### config.mk
export PLATFORM = sky130hd
export DESIGN_NAME = ir_pulse_distance_volume_decoder_unit_flat
export DESIGN_NICKNAME = d
export VERILOG_FILES = /design/src/hdl/irpdv_pkg.sv /design/src/hdl/irpdv_if.sv /design/src/hdl/ir_pulse_distance_volume_decoder_unit.sv /design/src/flat_wrapper.sv
export VERILOG_INCLUDE_DIRS = /design/src /design/src/hdl
export SDC_FILE = /design/constraint.sdc
export NUM_CORES = 1
export LEC_CHECK = 0
export BUFFER_PORTS_ARGS = -buffer_cell sky130_fd_sc_hd__buf_2
export CORE_MARGIN = 4
export CORE_UTILIZATION = 54
export DETAILED_ROUTE_END_ITERATION = 7
export GPL_TIMING_DRIVEN = 0
export PLACE_DENSITY = 0.78
export SKIP_CTS_REPAIR_TIMING = 1
export SLEW_MARGIN = 15
export SYNTH_ARGS = -nofsm -noshare
export SYNTH_HDL_FRONTEND = slang
export SYNTH_SLANG_ARGS = --single-unit
### constraint.sdc
create_clock -name clk -period 9.6 [get_ports clk]
set_input_delay 0.48 -clock clk [delete_from_list [all_inputs] [get_ports clk]]
set_output_delay 0.48 -clock clk [all_outputs]
set_load 0.02 [all_outputs]
### src/hdl/assert_macros.svh
// ---------------------------------------------------------------------------
// Assertion macros
// Shared concurrent assertion wrappers; empty when built for synthesis.
// ---------------------------------------------------------------------------
`ifndef ASSERT_MACROS_SVH
`define ASSERT_MACROS_SVH

`ifndef SYNTHESIS
// Check prop on every rising clk edge, off while rst_n is low.
`define IRPDV_ASSERT(label, clk, rst_n, prop, msg) \
  label: assert property (@(posedge clk) disable iff (!rst_n) (prop)) else $error(msg);
// Check prop on every rising clk edge, reset included.
`define IRPDV_ASSERT_ALWAYS(label, clk, prop, msg) \
  label: assert property (@(posedge clk) (prop)) else $error(msg);
`else
`define IRPDV_ASSERT(label, clk, rst_n, prop, msg)
`define IRPDV_ASSERT_ALWAYS(label, clk, prop, msg)
`endif

`endif

### src/hdl/irpdv_pkg.sv
// ---------------------------------------------------------------------------
// irpdv_pkg
// Types, sizes and register codes of the IR pulse-distance volume decoder.
// ---------------------------------------------------------------------------
package irpdv_pkg;

  localparam int unsigned HOLD_TICKS = 19200;
  localparam int unsigned FRAME_BITS = 32;

  localparam int unsigned DUR_W     = 16;
  localparam int unsigned HOLD_W    = 15;
  localparam int unsigned BIT_IDX_W = 6;
  localparam int unsigned WORD_W    = 32;
  localparam int unsigned BYTE_W    = 8;
  localparam int unsigned CFG_IDX_W = 3;
  localparam int unsigned CFG_DAT_W = 16;

  localparam logic [BIT_IDX_W-1:0] FRAME_BITS_L = BIT_IDX_W'(FRAME_BITS);
  localparam logic [HOLD_W-1:0]    HOLD_TICKS_L = HOLD_W'(HOLD_TICKS);
  localparam logic [DUR_W-1:0]     DUR_MAX      = {DUR_W{1'b1}};
  localparam logic [DUR_W-1:0]     DUR_ONE      = DUR_W'(1);

  // Register reset values
  localparam logic [BYTE_W-1:0] DEVICE_ID_RST  = 8'h10;
  localparam logic [BYTE_W-1:0] UP_CODE_RST    = 8'h20;
  localparam logic [BYTE_W-1:0] DOWN_CODE_RST  = 8'h30;
  localparam logic [DUR_W-1:0]  LEAD_BURST_RST = 16'd9500;
  localparam logic [DUR_W-1:0]  LEAD_SPACE_RST = 16'd5000;
  localparam logic [DUR_W-1:0]  BIT_BURST_RST  = 16'd700;
  localparam logic [DUR_W-1:0]  BIT_SPACE_RST  = 16'd1800;
  localparam logic [DUR_W-1:0]  ONE_THRESH_RST = 16'd1000;

  typedef enum logic [CFG_IDX_W-1:0] {
    REG_DEVICE_ID    = 3'd0,
    REG_UP_CODE      = 3'd1,
    REG_DOWN_CODE    = 3'd2,
    REG_LEAD_BURST   = 3'd3,
    REG_LEAD_SPACE   = 3'd4,
    REG_BIT_BURST    = 3'd5,
    REG_BIT_SPACE    = 3'd6,
    REG_ONE_THRESH   = 3'd7
  } cfg_reg_t;

  typedef enum logic [2:0] {
    PH_IDLE      = 3'd0,
    PH_LEAD_LOW  = 3'd1,
    PH_LEAD_HIGH = 3'd2,
    PH_BIT_LOW   = 3'd3,
    PH_BIT_HIGH  = 3'd4,
    PH_TAIL      = 3'd5
  } phase_t;

endpackage

### src/hdl/irpdv_if.sv
// ---------------------------------------------------------------------------
// irpdv_if
// Valid/ready channels of the decoder: line samples in, decode results out.
// ---------------------------------------------------------------------------
interface irpdv_in_if;
  logic valid;
  logic ready;
  logic ir_level;

  modport source (output valid, output ir_level, input ready);
  modport sink   (input valid, input ir_level, output ready);
endinterface

interface irpdv_out_if;
  logic       valid;
  logic       ready;
  logic       vol_up;
  logic       vol_down;
  logic       frame_done;
  logic       frame_abort;
  logic [7:0] rx_address;
  logic [7:0] rx_address_inv;
  logic [7:0] rx_command;
  logic [7:0] rx_command_inv;

  modport source (output valid, output vol_up, output vol_down, output frame_done,
                  output frame_abort, output rx_address, output rx_address_inv,
                  output rx_command, output rx_command_inv, input ready);
  modport sink   (input valid, input vol_up, input vol_down, input frame_done,
                  input frame_abort, input rx_address, input rx_address_inv,
                  input rx_command, input rx_command_inv, output ready);
endinterface

### src/hdl/ir_pulse_distance_volume_decoder_unit.sv
// ---------------------------------------------------------------------------
// ir_pulse_distance_volume_decoder_unit
// Pulse-distance IR frame decoder that latches volume up/down motor drives.
// ---------------------------------------------------------------------------
// Usage:
//   in_ch  carries one IR line sample (ir_level, 0 = burst, 1 = idle) per
//          tick. Every accepted sample produces exactly one item on out_ch.
//   out_ch carries the drive levels after that sample, frame_done and
//          frame_abort strobes and the four bytes of the last complete frame.
//   cfg_*  writes one of the eight registers (address, codes, time limits)
//          at any edge with cfg_we high; write only while the block is idle.
// Each result is registered and shown on out_ch in the cycle after acceptance.
// Throughput: one sample per cycle unless out_ch stalls. The decode is a single
//   pass of compare and increment logic between the state and output registers.
// Stall: in_ch.ready stays high while the output register is empty or being
//   drained; with the receiver stalled the finished item holds in the output
//   register and the next sample waits.
// Reset (rst_n low, synchronous): registers return to their defaults, the
//   decoder goes idle, drives and received bytes clear, out_ch empties and
//   in_ch.ready stays low.
// ---------------------------------------------------------------------------
`include "assert_macros.svh"

module ir_pulse_distance_volume_decoder_unit (
  input  logic                                 clk,
  input  logic                                 rst_n,
  irpdv_in_if.sink                             in_ch,
  irpdv_out_if.source                          out_ch,
  input  logic                                 cfg_we,
  input  logic [irpdv_pkg::CFG_IDX_W-1:0]      cfg_index,
  input  logic [irpdv_pkg::CFG_DAT_W-1:0]      cfg_data
);

  localparam int unsigned DW = irpdv_pkg::DUR_W;
  localparam int unsigned BW = irpdv_pkg::BYTE_W;

  // Configuration registers
  logic [BW-1:0] device_id_r, up_code_r, down_code_r;
  logic [DW-1:0] lead_burst_r, lead_space_r, bit_burst_r, bit_space_r, one_thresh_r;

  // Decoder state
  irpdv_pkg::phase_t                  phase_r, phase_nxt;
  logic [DW-1:0]                      dur_r, dur_nxt;
  logic [irpdv_pkg::BIT_IDX_W-1:0]    bidx_r, bidx_nxt;
  logic [irpdv_pkg::WORD_W-1:0]       shift_r, shift_nxt;
  logic [irpdv_pkg::WORD_W-1:0]       rxw_r, rxw_nxt;
  logic                               up_r, up_nxt;
  logic                               down_r, down_nxt;
  logic [irpdv_pkg::HOLD_W-1:0]       hold_r, hold_nxt;
  logic                               done_nxt, abort_nxt;

  // Output register
  logic                               out_valid_r;
  logic                               out_up_r, out_down_r, out_done_r, out_abort_r;
  logic [irpdv_pkg::WORD_W-1:0]       out_word_r;

  logic                               in_fire;
  logic                               high;
  logic [DW-1:0]                      dur_inc;
  logic [irpdv_pkg::BIT_IDX_W-1:0]    bidx_inc;
  logic [irpdv_pkg::WORD_W-1:0]       shift_bit;
  logic [irpdv_pkg::HOLD_W-1:0]       hold_inc;

  assign in_ch.ready = rst_n && (!out_valid_r || out_ch.ready);
  assign in_fire     = in_ch.valid && in_ch.ready;
  assign high        = in_ch.ir_level;
  assign dur_inc     = (dur_r == irpdv_pkg::DUR_MAX) ? dur_r : dur_r + irpdv_pkg::DUR_ONE;
  assign bidx_inc    = bidx_r + irpdv_pkg::BIT_IDX_W'(1);
  assign hold_inc    = hold_r + irpdv_pkg::HOLD_W'(1);

  always_comb begin
    shift_bit = shift_r;
    shift_bit[bidx_r[4:0]] = 1'b1;
  end

  // Configuration writes
  always_ff @(posedge clk) begin
    if (!rst_n) begin
      device_id_r  <= irpdv_pkg::DEVICE_ID_RST;
      up_code_r    <= irpdv_pkg::UP_CODE_RST;
      down_code_r  <= irpdv_pkg::DOWN_CODE_RST;
      lead_burst_r <= irpdv_pkg::LEAD_BURST_RST;
      lead_space_r <= irpdv_pkg::LEAD_SPACE_RST;
      bit_burst_r  <= irpdv_pkg::BIT_BURST_RST;
      bit_space_r  <= irpdv_pkg::BIT_SPACE_RST;
      one_thresh_r <= irpdv_pkg::ONE_THRESH_RST;
    end else if (cfg_we) begin
      unique case (irpdv_pkg::cfg_reg_t'(cfg_index))
        irpdv_pkg::REG_DEVICE_ID:  device_id_r  <= cfg_data[BW-1:0];
        irpdv_pkg::REG_UP_CODE:    up_code_r    <= cfg_data[BW-1:0];
        irpdv_pkg::REG_DOWN_CODE:  down_code_r  <= cfg_data[BW-1:0];
        irpdv_pkg::REG_LEAD_BURST: lead_burst_r <= cfg_data;
        irpdv_pkg::REG_LEAD_SPACE: lead_space_r <= cfg_data;
        irpdv_pkg::REG_BIT_BURST:  bit_burst_r  <= cfg_data;
        irpdv_pkg::REG_BIT_SPACE:  bit_space_r  <= cfg_data;
        irpdv_pkg::REG_ONE_THRESH: one_thresh_r <= cfg_data;
        default: ;
      endcase
    end
  end

  // Next state for one line sample
  always_comb begin
    phase_nxt = phase_r;
    dur_nxt   = dur_r;
    bidx_nxt  = bidx_r;
    shift_nxt = shift_r;
    rxw_nxt   = rxw_r;
    up_nxt    = up_r;
    down_nxt  = down_r;
    hold_nxt  = hold_r;
    done_nxt  = 1'b0;
    abort_nxt = 1'b0;

    unique case (phase_r)
      irpdv_pkg::PH_LEAD_LOW: begin
        if (!high) begin
          dur_nxt = dur_inc;
        end else if (dur_r > lead_burst_r) begin
          phase_nxt = irpdv_pkg::PH_IDLE;
          abort_nxt = 1'b1;
        end else begin
          phase_nxt = irpdv_pkg::PH_LEAD_HIGH;
          dur_nxt   = irpdv_pkg::DUR_ONE;
        end
      end
      irpdv_pkg::PH_LEAD_HIGH: begin
        if (high) begin
          dur_nxt = dur_inc;
          if (dur_inc > lead_space_r) begin
            phase_nxt = irpdv_pkg::PH_IDLE;
            abort_nxt = 1'b1;
          end
        end else begin
          phase_nxt = irpdv_pkg::PH_BIT_LOW;
          dur_nxt   = irpdv_pkg::DUR_ONE;
          bidx_nxt  = '0;
          shift_nxt = '0;
        end
      end
      irpdv_pkg::PH_BIT_LOW: begin
        if (!high) begin
          dur_nxt = dur_inc;
        end else if (dur_r > bit_burst_r) begin
          phase_nxt = irpdv_pkg::PH_IDLE;
          abort_nxt = 1'b1;
        end else begin
          phase_nxt = irpdv_pkg::PH_BIT_HIGH;
          dur_nxt   = irpdv_pkg::DUR_ONE;
        end
      end
      irpdv_pkg::PH_BIT_HIGH: begin
        if (high) begin
          dur_nxt = dur_inc;
          if (dur_inc > bit_space_r) begin
            phase_nxt = irpdv_pkg::PH_IDLE;
            abort_nxt = 1'b1;
          end
        end else begin
          // Falling edge closes the space: decide the bit
          if (dur_r > one_thresh_r) begin
            shift_nxt = shift_bit;
          end
          bidx_nxt = bidx_inc;
          if (bidx_inc >= irpdv_pkg::FRAME_BITS_L) begin
            rxw_nxt   = shift_nxt;
            done_nxt  = 1'b1;
            phase_nxt = irpdv_pkg::PH_TAIL;
            if (shift_nxt[7:0] == device_id_r) begin
              priority if (shift_nxt[23:16] == up_code_r) begin
                up_nxt = 1'b1;
              end else if (shift_nxt[23:16] == down_code_r) begin
                down_nxt = 1'b1;
              end else begin
                // Other commands leave both drives as they are
              end
            end
          end else begin
            phase_nxt = irpdv_pkg::PH_BIT_LOW;
            dur_nxt   = irpdv_pkg::DUR_ONE;
          end
        end
      end
      irpdv_pkg::PH_TAIL: begin
        if (high) begin
          phase_nxt = irpdv_pkg::PH_IDLE;
          hold_nxt  = irpdv_pkg::HOLD_W'(1);
          if (irpdv_pkg::HOLD_TICKS_L <= irpdv_pkg::HOLD_W'(1)) begin
            up_nxt   = 1'b0;
            down_nxt = 1'b0;
          end
        end
      end
      default: begin
        // Idle; unused phase codes fall back here
        phase_nxt = irpdv_pkg::PH_IDLE;
        if (high) begin
          if (hold_r < irpdv_pkg::HOLD_TICKS_L) begin
            hold_nxt = hold_inc;
            if (hold_inc >= irpdv_pkg::HOLD_TICKS_L) begin
              up_nxt   = 1'b0;
              down_nxt = 1'b0;
            end
          end
        end else begin
          hold_nxt  = '0;
          phase_nxt = irpdv_pkg::PH_LEAD_LOW;
          dur_nxt   = irpdv_pkg::DUR_ONE;
        end
      end
    endcase

    // Restart the hold-down count whenever idle is left
    if (phase_nxt != irpdv_pkg::PH_IDLE) begin
      hold_nxt = '0;
    end
  end

  // State registers advance on each accepted item
  always_ff @(posedge clk) begin
    if (!rst_n) begin
      phase_r <= irpdv_pkg::PH_IDLE;
      dur_r   <= '0;
      bidx_r  <= '0;
      shift_r <= '0;
      rxw_r   <= '0;
      up_r    <= 1'b0;
      down_r  <= 1'b0;
      hold_r  <= '0;
    end else if (in_fire) begin
      phase_r <= phase_nxt;
      dur_r   <= dur_nxt;
      bidx_r  <= bidx_nxt;
      shift_r <= shift_nxt;
      rxw_r   <= rxw_nxt;
      up_r    <= up_nxt;
      down_r  <= down_nxt;
      hold_r  <= hold_nxt;
    end
  end

  // Output register
  always_ff @(posedge clk) begin
    if (!rst_n) begin
      out_valid_r <= 1'b0;
    end else if (in_fire) begin
      out_valid_r <= 1'b1;
    end else if (out_ch.ready) begin
      out_valid_r <= 1'b0;
    end
  end

  always_ff @(posedge clk) begin
    if (in_fire) begin
      out_up_r    <= up_nxt;
      out_down_r  <= down_nxt;
      out_done_r  <= done_nxt;
      out_abort_r <= abort_nxt;
      out_word_r  <= rxw_nxt;
    end
  end

  assign out_ch.valid          = out_valid_r;
  assign out_ch.vol_up         = out_up_r;
  assign out_ch.vol_down       = out_down_r;
  assign out_ch.frame_done     = out_done_r;
  assign out_ch.frame_abort    = out_abort_r;
  assign out_ch.rx_address     = out_word_r[7:0];
  assign out_ch.rx_address_inv = out_word_r[15:8];
  assign out_ch.rx_command     = out_word_r[23:16];
  assign out_ch.rx_command_inv = out_word_r[31:24];

  `IRPDV_ASSERT(a_done_in_tail, clk, rst_n,
    (out_valid_r && out_done_r) |-> (phase_r == irpdv_pkg::PH_TAIL),
    "frame_done item but decoder not in tail")
  `IRPDV_ASSERT(a_abort_to_idle, clk, rst_n,
    (out_valid_r && out_abort_r) |-> (phase_r == irpdv_pkg::PH_IDLE),
    "frame_abort item but decoder not idle")
  `IRPDV_ASSERT(a_hold_only_idle, clk, rst_n,
    (hold_r != '0) |-> (phase_r == irpdv_pkg::PH_IDLE),
    "hold-down count running outside idle")

endmodule

### src/flat_wrapper.sv
// flat-port wrapper written by rule: the top's interface ports become plain ports
module ir_pulse_distance_volume_decoder_unit_flat 
  (clk, rst_n, cfg_we, cfg_index, cfg_data, in_ch_valid, in_ch_ir_level, in_ch_ready, out_ch_valid, out_ch_vol_up, out_ch_vol_down, out_ch_frame_done, out_ch_frame_abort, out_ch_rx_address, out_ch_rx_address_inv, out_ch_rx_command, out_ch_rx_command_inv, out_ch_ready);
  irpdv_in_if in_ch_i ();
  irpdv_out_if out_ch_i ();
  input  logic clk;
  input  logic rst_n;
  input  logic cfg_we;
  input  logic [irpdv_pkg::CFG_IDX_W-1:0] cfg_index;
  input  logic [irpdv_pkg::CFG_DAT_W-1:0] cfg_data;
  input wire logic [$bits(in_ch_i.valid)-1:0] in_ch_valid;
  input wire logic [$bits(in_ch_i.ir_level)-1:0] in_ch_ir_level;
  output wire logic [$bits(in_ch_i.ready)-1:0] in_ch_ready;
  output wire logic [$bits(out_ch_i.valid)-1:0] out_ch_valid;
  output wire logic [$bits(out_ch_i.vol_up)-1:0] out_ch_vol_up;
  output wire logic [$bits(out_ch_i.vol_down)-1:0] out_ch_vol_down;
  output wire logic [$bits(out_ch_i.frame_done)-1:0] out_ch_frame_done;
  output wire logic [$bits(out_ch_i.frame_abort)-1:0] out_ch_frame_abort;
  output wire logic [$bits(out_ch_i.rx_address)-1:0] out_ch_rx_address;
  output wire logic [$bits(out_ch_i.rx_address_inv)-1:0] out_ch_rx_address_inv;
  output wire logic [$bits(out_ch_i.rx_command)-1:0] out_ch_rx_command;
  output wire logic [$bits(out_ch_i.rx_command_inv)-1:0] out_ch_rx_command_inv;
  input wire logic [$bits(out_ch_i.ready)-1:0] out_ch_ready;
  assign in_ch_i.valid = in_ch_valid;
  assign in_ch_i.ir_level = in_ch_ir_level;
  assign in_ch_ready = in_ch_i.ready;
  assign out_ch_valid = out_ch_i.valid;
  assign out_ch_vol_up = out_ch_i.vol_up;
  assign out_ch_vol_down = out_ch_i.vol_down;
  assign out_ch_frame_done = out_ch_i.frame_done;
  assign out_ch_frame_abort = out_ch_i.frame_abort;
  assign out_ch_rx_address = out_ch_i.rx_address;
  assign out_ch_rx_address_inv = out_ch_i.rx_address_inv;
  assign out_ch_rx_command = out_ch_i.rx_command;
  assign out_ch_rx_command_inv = out_ch_i.rx_command_inv;
  assign out_ch_i.ready = out_ch_ready;
  ir_pulse_distance_volume_decoder_unit u_core (.clk(clk), .rst_n(rst_n), .in_ch(in_ch_i), .out_ch(out_ch_i), .cfg_we(cfg_we), .cfg_index(cfg_index), .cfg_data(cfg_data));
endmodule
# Word level (Yosys, flattened, before mapping)
# Cells that the tools add are included.
[op_classes] add_sub_neg=3 reduce_logical=23 bitwise_logic=3 n_mux=70 n_eq_ne=25 magnitude_cmp=10
[ops] op="$mux W32" count=8
[ops] op="$mux W16" count=9
[ops] op="$gt A16 B16 Y1" count=5
[ops] op="$pmux W16 S5" count=1
[ops] op="$pmux W32 S2" count=1
[ops] op="$mux W15" count=4
[ops] op="$or A32 B32 Y32" count=1
[ops] op="$pmux W15 S2" count=1
[ops] op="$mux W1" count=28
[ops] op="$mux W3" count=9
[ops] op="$eq A8 B8 Y1" count=3
[ops] op="$eq A3 B3 Y1 const B" count=6
[ops] op="$add A16 B1 Y16 const B" count=1
[ops] op="$eq A16 B16 Y1 const B" count=1
[ops] op="$reduce_and A2 Y1" count=8
[ops] op="$add A15 B1 Y15 const B" count=1
[ops] op="$ge A15 B15 Y1 const B" count=1
[ops] op="$lt A15 B15 Y1 const B" count=1
[ops] op="$pmux W3 S5" count=1
[ops] op="$eq A3 B2 Y1 const B" count=4
[ops] op="$mux W6" count=2
[ops] op="$pmux W6 S2" count=1
[ops] op="$ne A3 B3 Y1 const B" count=3
[ops] op="$reduce_and A4 Y1" count=2
[ops] op="24 further kinds" count=32
[word_totals] out_inout_bits=38 regBits=247

# Logic depth before layout (Yosys ltp)
# Gate-level depths: netlist of the first run.
[depth] ltp_word=15 ltp_mapped=18 mapped_depth_nobuf=16

# Worst setup path after synthesis of the first run
# No wires, ideal clock.
[synth_path] kind="flip-flop to flip-flop" from="reg u_core.dur_r[7]" to="reg u_core.hold_r[5] (netlist name)" slack_ns=5.681 period_less_slack_ns=3.919 path_stages_with_launch=17 n_path_buf=1 t_arrival_ns=3.798 required_ns=9.478 setup_ns=0.122 cell_sequence="dfxtp_1 > clkbuf_1 > nand4_1 > nor3_1 > nand3b_1 > and2_1 > nand2_1 > xnor2_1 > ha_1 > a21oi_1 > o211ai_1 > a311o_1 > a221o_1 > o2111ai_1 > o31ai_2 > and2_1 > a221o_1"
[synth_between] elab_chain_len=9 word_cells_on_any_way=22
[synth_rtl] element="start: declaration" line_no="ir_pulse_distance_volume_decoder_unit.sv:43" text="logic [DW-1:0] dur_r, dur_nxt;"
[synth_rtl] element="start signal: assignment" line_no="ir_pulse_distance_volume_decoder_unit.sv:232" text="dur_r <= dur_nxt;"
[synth_rtl] element="$add A16 B1 Y16 / $eq A16 B16 Y1 (equally long branches)" line_no="ir_pulse_distance_volume_decoder_unit.sv:67" text="assign dur_inc = (dur_r == irpdv_pkg::DUR_MAX) ? dur_r : dur_r + irpdv_pkg::DUR_ONE;"
[synth_rtl] element="$mux W16" line_no="ir_pulse_distance_volume_decoder_unit.sv:67"
[synth_rtl] element="$gt A16 B16 Y1, on equally long branches" line_no="ir_pulse_distance_volume_decoder_unit.sv:155, ir_pulse_distance_volume_decoder_unit.sv:130"
[synth_rtl] element="$mux W3, on equally long branches" line_no="ir_pulse_distance_volume_decoder_unit.sv:155, ir_pulse_distance_volume_decoder_unit.sv:130"
[synth_rtl] element="$mux W3, on equally long branches" line_no="ir_pulse_distance_volume_decoder_unit.sv:153, ir_pulse_distance_volume_decoder_unit.sv:128"
[synth_rtl] element="$pmux W3 S5 *" line_no="ir_pulse_distance_volume_decoder_unit.sv:115" text="unique case (phase_r)"
[synth_rtl] element="$reduce_bool A3 Y1 *" line_no="ir_pulse_distance_volume_decoder_unit.sv:214" text="if (phase_nxt != irpdv_pkg::PH_IDLE) begin"
[synth_rtl] element="$ne A4 B1 Y1 (no source line), or another cell as far along"
[synth_rtl] element="$reduce_and A4 Y1 (no source line)"
[synth_rtl] element="end signal: assignment" line_no="ir_pulse_distance_volume_decoder_unit.sv:238" text="hold_r <= hold_nxt;"
[synth_rtl] element="end: declaration" line_no="ir_pulse_distance_volume_decoder_unit.sv:49" text="logic [irpdv_pkg::HOLD_W-1:0] hold_r, hold_nxt;"
# Mark *: on every way between the ends. The rest lies on a longest branch, timed or not.
# A chain may end at the register's enable or synchronous reset.

# Worst setup path after layout of the first run
[layout_path] from="reg u_core.dur_r[7]" to="reg u_core.hold_r[9] (netlist name)"
# The elaborated chain is that of the path after synthesis.

==> implementation parameters, run 1 <==
Parameter                              Value

Global route
  Initial antenna violation count    0
  Sum of overflow across all layers after global routing    0
  GR met1 Demand/Resource    0.388
  First-pass GRT wire length    58400 microns
  Global routing met2 resource utilization    0.429
  GRT Util Overall    0.270
  Routing usage on met3    0.0440
  Most heavily used metal layer in global routing    met2
  Pin count of the biggest net entering global routing    37
  Via count of the first global-routing pass    11.3k

Logic synthesis
  Net count after synthesis    1720
  Count of different cell masters after synthesis    75
  Post-synthesis sequential area ratio    0.411
  FF+latch count, synth    247
  Proportion of synthesized flip-flops having asynchronous set or reset    0
  Avg Inst Size Synth    8.03 sq um
  Most used flip-flop cell after synthesis    sky130_fd_sc_hd__dfxtp_1
  Synthesized netlist cell count    1609
  Post-synth EDFFs    36
  Yosys warns    0
  Area of the mapped netlist    12900 sq um

Clock tree
  Clock edge transition at the registers on the reported setup and hold paths    0.06 ns
  Clock root buffer    sky130_fd_sc_hd__clkbuf_16
  CTS buffer count    27
  Longest Clk Path Bufs    3
  Clock latency of the later-clocked register in the worst-skew pair    0.54 ns
  H-Tree Level Count    1
  Count of clock tree sinks    247
  CTS tree    yes

STA
  Transition at the pin with the smallest max-transition slack    1.15 ns
  Worst-case headroom to the max-slew limit    0.228
  Min cycle time layout    5.09 ns
  Part of the cycle the worst path needs    0.531
  Final-report hold violation count    0
  Final max-slew violation count    0
  Final setup violation count    0
  Clock tree skew after final layout    0.0108 ns
  Peak Freq    196 MHz
  Unrepaired setup endpoints after global routing    no
  Accumulated negative setup slack    0 ns

Job
  Max capacitance violation total    0

Worst setup path
  Type of the setup path with the least slack    reg2reg
  Launching element type of the critical path    register
  Master of the slowest instance on the critical path    sky130_fd_sc_hd__or4_1
  Peak fanout along the critical path    10
  Critical path data required time    10.05 ns
  Maximum cell stage delay along the critical path    0.59 ns
  Critical-path cell list    clkbuf_1, nand4_1, nor3_1, nand3b_1, and2_1, nand2_1, xnor2_1, ha_1, nand4_1, or4_1, a21oi_1, or4b_1, o211ai_2, o31ai_2, nand2_1, o21ai_1
  Top Family by Delay on Critical Path    simple AND/OR/NAND/NOR gates
  Data arrival time of the critical path    5.55 ns
  Critical path endpoint category    register
  Number of buffer and inverter stages on the critical path    1

Power
  P_leak    5.44 nW
  Max VDD drop    114 uV
  Design Power    0.00221 W
  Pwr dens    153 nW/um^2

Placement
  Detailed Place HPWL    26500 microns
  Last weighted congestion value of the routability-driven placer    0.930
  Number of buffers added on ports    50
  Cell total after placement    1979

Detailed routing
  WL/cell    18.0 microns
  Via total after detailed routing    12.0k
  Number of design-rule violations left by the first detailed-router iteration    1310
  Avg Vias per Cell    5.94
  First-pass iteration count of the detailed router    5
  Final wirelength    36600 microns
  Remaining antenna violation count after routing    0
  Drc violations    0

Layout
  # nets final    1800
  Layout cell share with drive strength beyond 1    0.0731
  Leading cell type in the layout, fill and taps excluded    sky130_fd_sc_hd__nand2_1
  Post-Layout Cell Count    2028
  Area grow syn2layout    11.8%
  Commonest cells after routing, fill and taps aside    307 x sky130_fd_sc_hd__nand2_1, 211 x sky130_fd_sc_hd__dfxtp_1, 121 x sky130_fd_sc_hd__a21oi_1
  Final antenna diode count    0

Die
  Die width    163 microns
  I/O pins    63
  Floorplan die area    26500 sq um
  Area of the core    23500 sq um
  Die height    163 microns
  Floorplan row count    56
  Initial core utilization    0.551

Min path
  Class of the tightest hold or removal check    in2reg

Outcome
  Outcome    finished, final reports clean
==> worst register-to-register path: stages (launching register included) <==
cell and delay (ns):
sky130_fd_sc_hd__dfxtp_1 0.48, sky130_fd_sc_hd__clkbuf_1 0.33, sky130_fd_sc_hd__nand4_1 0.19, sky130_fd_sc_hd__nor3_1 0.45
sky130_fd_sc_hd__nand3b_1 0.42, sky130_fd_sc_hd__and2_1 0.31, sky130_fd_sc_hd__nand2_1 0.09, sky130_fd_sc_hd__xnor2_1 0.13
sky130_fd_sc_hd__ha_1 0.38, sky130_fd_sc_hd__nand4_1 0.18, sky130_fd_sc_hd__or4_1 0.59, sky130_fd_sc_hd__a21oi_1 0.15
sky130_fd_sc_hd__or4b_1 0.16, sky130_fd_sc_hd__o211ai_2 0.17, sky130_fd_sc_hd__o31ai_2 0.57, sky130_fd_sc_hd__nand2_1 0.23
sky130_fd_sc_hd__o21ai_1 0.18
==> layout make-up <==
cell class / instances / area (sq um)
Sequential cell: 247 / 5310
Tap cell: 319 / 399
Clock inverter: 7 / 45.0
Clock buffer: 42 / 812
Timing Repair Buffer: 51 / 270
Inverter: 111 / 417
Multi-Input combinational cell: 1156 / 6810
Buffer: 95 / 393
Fill cell: 2074 / 9020
==> sequential cells by signal, indices dropped and copies added (netlist names), 3 cells and up <==
register	flops
u_core.out_word_r	32
u_core.rxw_r	32
u_core.shift_r	32
u_core.bit_burst_r	16
u_core.bit_space_r	16
u_core.dur_r	16
u_core.lead_burst_r	16
u_core.lead_space_r	16
u_core.one_thresh_r	16
u_core.hold_r	15
u_core.device_id_r	8
u_core.down_code_r	8
u_core.up_code_r	8
u_core.bidx_r	6
u_core.phase_r	3
==> logic make-up after synthesis <==
logic type,after synthesis,share of synthesized area
adders and majority gates,86,0.0833
muxes,8,0.00678
DFF,247,0.411
buffers and inverters,206,0.0626
AOI/OAI and AO/OA,458,0.221
xor gates and xnor gates,13,0.00881
and+or+nand+nor,591,0.207
==> power by group <==
group	total (W)	internal [W]	switching, W	leakage [nW]
sequential	0.00108	0.00107	0.00000988	2.02
combinational	0.000141	0.0000432	0.0000983	3.00
clock	0.000995	0.000579	0.000416	0.423
==> metrics by stage <==
step           setup slack (ns)  utilization  hold slack, ns  area (sq um)
6_report                   4.51        0.616           0.220         14400
5_1_grt                    4.19        0.616           0.234         14400
4_1_cts                    4.61        0.616           0.204         14400
3_5_place_dp               4.62        0.579           0.454         13600
3_3_place_gp               4.76        0.578           0.444         13600
2_1_floorplan              5.68            -           0.432         12900
==> Yosys cell counts (all sizes together) (3+ instances only) <==
| cell type | instances | area [sq um] |
|---|---|---|
| a31oi | 37 | 231 |
| a221o | 4 | 40.0 |
| a21oi | 121 | 606 |
| nand2b | 14 | 90.1 |
| o211ai | 34 | 260 |
| o21bai | 3 | 22.5 |
| clkbuf | 79 | 298 |
| o31ai | 3 | 27.5 |
| or4 | 3 | 22.5 |
| and2 | 10 | 62.6 |
| xnor2 | 8 | 70.1 |
| mux2 | 6 | 67.6 |
| dfxtp | 211 | 4220 |
| a21o | 7 | 52.6 |
| o21a | 6 | 45.0 |
| o2111ai | 4 | 35.0 |
| nand3 | 53 | 265 |
| or3 | 3 | 18.8 |
| a21boi | 76 | 571 |
| nor2 | 80 | 300 |
| nor2b | 27 | 169 |
| a2111oi | 4 | 41.3 |
| edfxtp | 36 | 1080 |
| and3 | 9 | 56.3 |
| inv | 110 | 413 |
| o311ai | 3 | 26.3 |
| a22oi | 4 | 30.0 |
| o21ai | 115 | 576 |
| ha | 86 | 1080 |
| o22ai | 19 | 119 |
| nor4 | 9 | 56.3 |
| xor2 | 5 | 43.8 |
| nor3b | 5 | 37.5 |
| nand4 | 23 | 144 |
| buf | 16 | 95.1 |
| nor3 | 34 | 180 |
| nand2 | 307 | 1150 |
==> layer usage <==
layer	vias to the layer above	wire length [microns]
met5	-	0
met4	0	752
met3	62	3270
met2	497	16400
met1	5697	16100
li1	5790	-
==> final timing paths <==
check | from | end | slack, ns | cells past startpoint
setup reg to reg | u_core.dur_r[7] | u_core.hold_r[9] | 4.51 | 16
hold reg to reg | u_core.one_thresh_r[10] | u_core.one_thresh_r[10] | 0.46 | 2
hold / removal | in_ch_valid | u_core.out_ch.valid | 0.22 | 3
setup / recovery | u_core.dur_r[7] | u_core.hold_r[9] | 4.51 | 16
(Power assumes the default switching activity.)
==> inputs of run 2 (changes only) <==
- ABC_AREA: not set -> 1
- clock period: 9.6 -> 5 ns (I/O delays scaled with it)
==> run 2 against run 1 <==
Against the previous run:
- final cell count rose by 5.1%
- highest routed layer unchanged
- clock power rose by 91%
- global-route usage fell by 1.2 points
- combinational power rose to 3.9 times the previous value
- count of clock-buffer cells in the layout fell by 6
- largest power group unchanged
- power rose by 110%
- routed wire length fell by 6.1%
- clock skew rose by 0.0060 ns
- synthesized cell count rose by 5.8%
==> implementation parameters, run 2 <==
Parameter                              Value

Outcome
  Outcome    finished, final reports clean (unchanged)

Worst setup path
  Data arrival time of the critical path    4.55 ns (was 5.55 ns)
  Critical path endpoint category    register (unchanged)
  Master of the slowest instance on the critical path    sky130_fd_sc_hd__dfxtp_1 (was sky130_fd_sc_hd__or4_1)
  Worst-case register-to-register setup slack    0.89 ns (was 4.51 ns)
  Launching element type of the critical path    register (unchanged)
  Cell with the most instances on the worst path    sky130_fd_sc_hd__nand2_1
  Maximum cell stage delay along the critical path    0.46 ns (was 0.59 ns)
  Type of the setup path with the least slack    reg2reg (unchanged)
  Critical path data required time    5.45 ns (was 10.05 ns)
  Peak fanout along the critical path    10 (unchanged)

Clock tree
  Longest Clk Path Bufs    3 (unchanged)
  Clock root buffer    sky130_fd_sc_hd__clkbuf_16 (unchanged)
  CTS buffer count    27 (unchanged)
  Clock latency of the later-clocked register in the worst-skew pair    0.56 ns (was 0.54 ns)
  CTS tree    yes (unchanged)
  H-Tree Level Count    1 (unchanged)
  Clock edge transition at the registers on the reported setup and hold paths    0.06 ns (about the same)
  Count of clock tree sinks    247 (unchanged)

Die
  Floorplan row count    56 (unchanged)
  Die height    163 microns (about the same)
  I/O pins    63 (unchanged)
  Floorplan die area    26600 sq um (was 26500 sq um)
  Area of the core    23500 sq um (about the same)
  Initial core utilization    0.551 (about the same)
  Die width    163 microns (about the same)

Placement
  Detailed Place HPWL    25200 microns (was 26500 microns)
  Number of buffers added on ports    61 (was 50)
  Pre-CTS setup slack    1.03 ns (was 4.62 ns)
  Last weighted congestion value of the routability-driven placer    0.926 (was 0.930)

Min path
  Class of the tightest hold or removal check    in2reg (unchanged)

Global route
  Via count of the first global-routing pass    11.2k (was 11.3k)
  Sum of overflow across all layers after global routing    0 (unchanged)
  First-pass GRT wire length    55700 microns (was 58400 microns)
  GRT Util Overall    0.258 (was 0.270)
  Initial antenna violation count    0 (unchanged)
  Pin count of the biggest net entering global routing    46 (was 37)

Power
  P_leak    6.27 nW (was 5.44 nW)
  Max VDD drop    217 uV (was 114 uV)
  Pwr dens    315 nW/um^2 (was 153 nW/um^2)

Logic synthesis
  Net count after synthesis    1813 (was 1720)
  Post-synthesis sequential area ratio    0.409 (was 0.411)
  Area of the mapped netlist    13000 sq um (was 12900 sq um)
  Synthesized netlist cell count    1702 (was 1609)
  Post-synth EDFFs    36 (unchanged)
  Yosys warns    0 (unchanged)
  Library cell with the highest instance count after synthesis    sky130_fd_sc_hd__nand2_1 (unchanged)
  Proportion of synthesized flip-flops having asynchronous set or reset    0 (unchanged)
  Cell type with the highest aggregate area in the netlist    sky130_fd_sc_hd__dfxtp_1 (unchanged)
  Most used flip-flop cell after synthesis    sky130_fd_sc_hd__dfxtp_1 (unchanged)
  Post-synth top cells    263 x sky130_fd_sc_hd__nand2_1, 259 x sky130_fd_sc_hd__inv_1, 211 x sky130_fd_sc_hd__dfxtp_1 (was 307 x sky130_fd_sc_hd__nand2_1, 211 x sky130_fd_sc_hd__dfxtp_1, 121 x sky130_fd_sc_hd__a21oi_1)
  Count of different cell masters after synthesis    51 (was 75)
  Avg Inst Size Synth    7.62 sq um (was 8.03 sq um)
  Proportion of netlist area held by the largest area contributor    0.326 (was 0.327)
  Cell types with the largest area share after synthesis    sky130_fd_sc_hd__dfxtp_1 33%, sky130_fd_sc_hd__edfxtp_1 8.3%, sky130_fd_sc_hd__ha_1 8.3% (was sky130_fd_sc_hd__dfxtp_1 33%, sky130_fd_sc_hd__nand2_1 8.9%, sky130_fd_sc_hd__edfxtp_1 8.4%)
  FF+latch count, synth    247 (unchanged)

Layout
  Leading cell type in the layout, fill and taps excluded    sky130_fd_sc_hd__nand2_1 (unchanged)
  Area grow syn2layout    11.9% (was 11.8%)
  Largest regs    u_core.out_word_r: 32 flops, u_core.rxw_r: 32 flops, u_core.shift_r: 32 flops (unchanged)
  Layout cell share with drive strength beyond 1    0.108 (was 0.0731)
  Final antenna diode count    0 (unchanged)
  # nets final    1904 (was 1800)
  Commonest cells after routing, fill and taps aside    263 x sky130_fd_sc_hd__nand2_1, 259 x sky130_fd_sc_hd__inv_1, 211 x sky130_fd_sc_hd__dfxtp_1 (was 307 x sky130_fd_sc_hd__nand2_1, 211 x sky130_fd_sc_hd__dfxtp_1, 121 x sky130_fd_sc_hd__a21oi_1)

Detailed routing
  Remaining antenna violation count after routing    0 (unchanged)
  First-pass iteration count of the detailed router    7 (was 5)
  WL/cell    16.1 microns (was 18.0 microns)
  Avg Vias per Cell    5.50 (was 5.94)
  Number of design-rule violations left by the first detailed-router iteration    934 (was 1310)
  Via total after detailed routing    11.7k (was 12.0k)
  Drc violations    0 (unchanged)
  Final wirelength    34300 microns (was 36600 microns)

Job
  Max capacitance violation total    0 (unchanged)

STA
  Final-report hold violation count    0 (unchanged)
  Worst-case headroom to the max-slew limit    0.443 (was 0.228)
  Final setup violation count    0 (unchanged)
  Accumulated negative setup slack    0 ns (unchanged)
  Peak Freq    244 MHz (was 196 MHz)
  Transition at the pin with the smallest max-transition slack    0.835 ns (was 1.15 ns)
  Part of the cycle the worst path needs    0.821 (was 0.531)
  Clock tree skew after final layout    0.0168 ns (was 0.0108 ns)
  Final max-slew violation count    0 (unchanged)
  Unrepaired setup endpoints after global routing    no (unchanged)
  Post-route worst setup slack    0.894 ns (was 4.51 ns)
  Min cycle time layout    4.11 ns (was 5.09 ns)
[run 2: cell types whose count changed in the layout (fill, tap and decap cells not counted), sizes merged, moves of 26 or more]
| cell | before | now |
|---|---|---|
| a211oi | 1 | 27 |
| clkbuf | 121 | 80 |
| nor2 | 80 | 157 |
| a21oi | 121 | 167 |
| o21ai | 115 | 169 |
| inv | 111 | 278 |
| nand2 | 307 | 277 |
| a21boi | 76 | 0 |
| nor2b | 27 | 0 |
[run 2: logic make-up (layout without fill, tap and decap cells)]
group,count (synthesis),in the layout,share of synthesized area
flops,247,247,0.409
compound gates,430,430,0.189
fa+ha+maj,86,86,0.0830
buf+inv,345,455,0.103
simple gates,573,573,0.198
xor+xnor,21,21,0.0171
[run 2: metrics by stage]
| step | cells | area (sq um) | power [W] | utilization | hold WS [ns] |
|---|---|---|---|---|---|
| global placement | 2082 | 13700 | 0.00268 | 0.581 | 0.443 |
| floorplan | 1702 | 13000 | 0.00253 | - | 0.367 |
| global route | 2131 | 14500 | 0.00475 | 0.616 | 0.0614 |
| detailed placement | 2082 | 13700 | 0.00270 | 0.581 | 0.454 |
| finish | 2131 | 14500 | 0.00457 | 0.616 | 0.0162 |
| CTS | 2130 | 14500 | 0.00458 | 0.616 | -0.0770 |
[run 2: where the power goes]
| group | switching [W] | internal [W] |
|---|---|---|
| registers | 0.0000441 | 0.00207 |
| clock network | 0.000809 | 0.00109 |
| logic | 0.000378 | 0.000173 |
| total | 0.00123 | 0.00334 |
[run 2: layer usage]
metal / track usage / routed length [microns] / up-vias
met1: 0.328 / 14300 / 5434
met5: 0 / 0 / -
met2: 0.443 / 16400 / 392
met4: 0.0938 / 1290 / 0
met3: 0.0418 / 2330 / 87
li1: - / - / 5816
[run 2: final timing paths]
path,from,to,cells after the start
setup reg to reg,u_core.dur_r[1],u_core.hold_r[6],28
setup / recovery,u_core.dur_r[1],u_core.hold_r[6],28
hold reg to reg,u_core.lead_burst_r[14],u_core.lead_burst_r[14],2
hold / removal,out_ch_ready,u_core.out_ch.valid,4
[run 2: critical path: cells and delay by family, from the launching register on]
kind	cells	cell delay, ns
DFF	1	0.46
xor gates and xnor gates	1	0.27
and+or+nand+nor	19	1.97
AOI/OAI and AO/OA	2	0.20
buffers and inverters	4	0.50
adders and majority gates	2	0.58
[run 2: cell type report]
class                   count  area (sq um)
repair buffers             62           315
well taps                 319           399
clock buffers              36           739
fillers                  2095          9030
clock inverters            12          95.1
multi-input cells        1110          6320
inverters                 278          1050
flip-flops and latches    247          5310
plain buffers              67           292
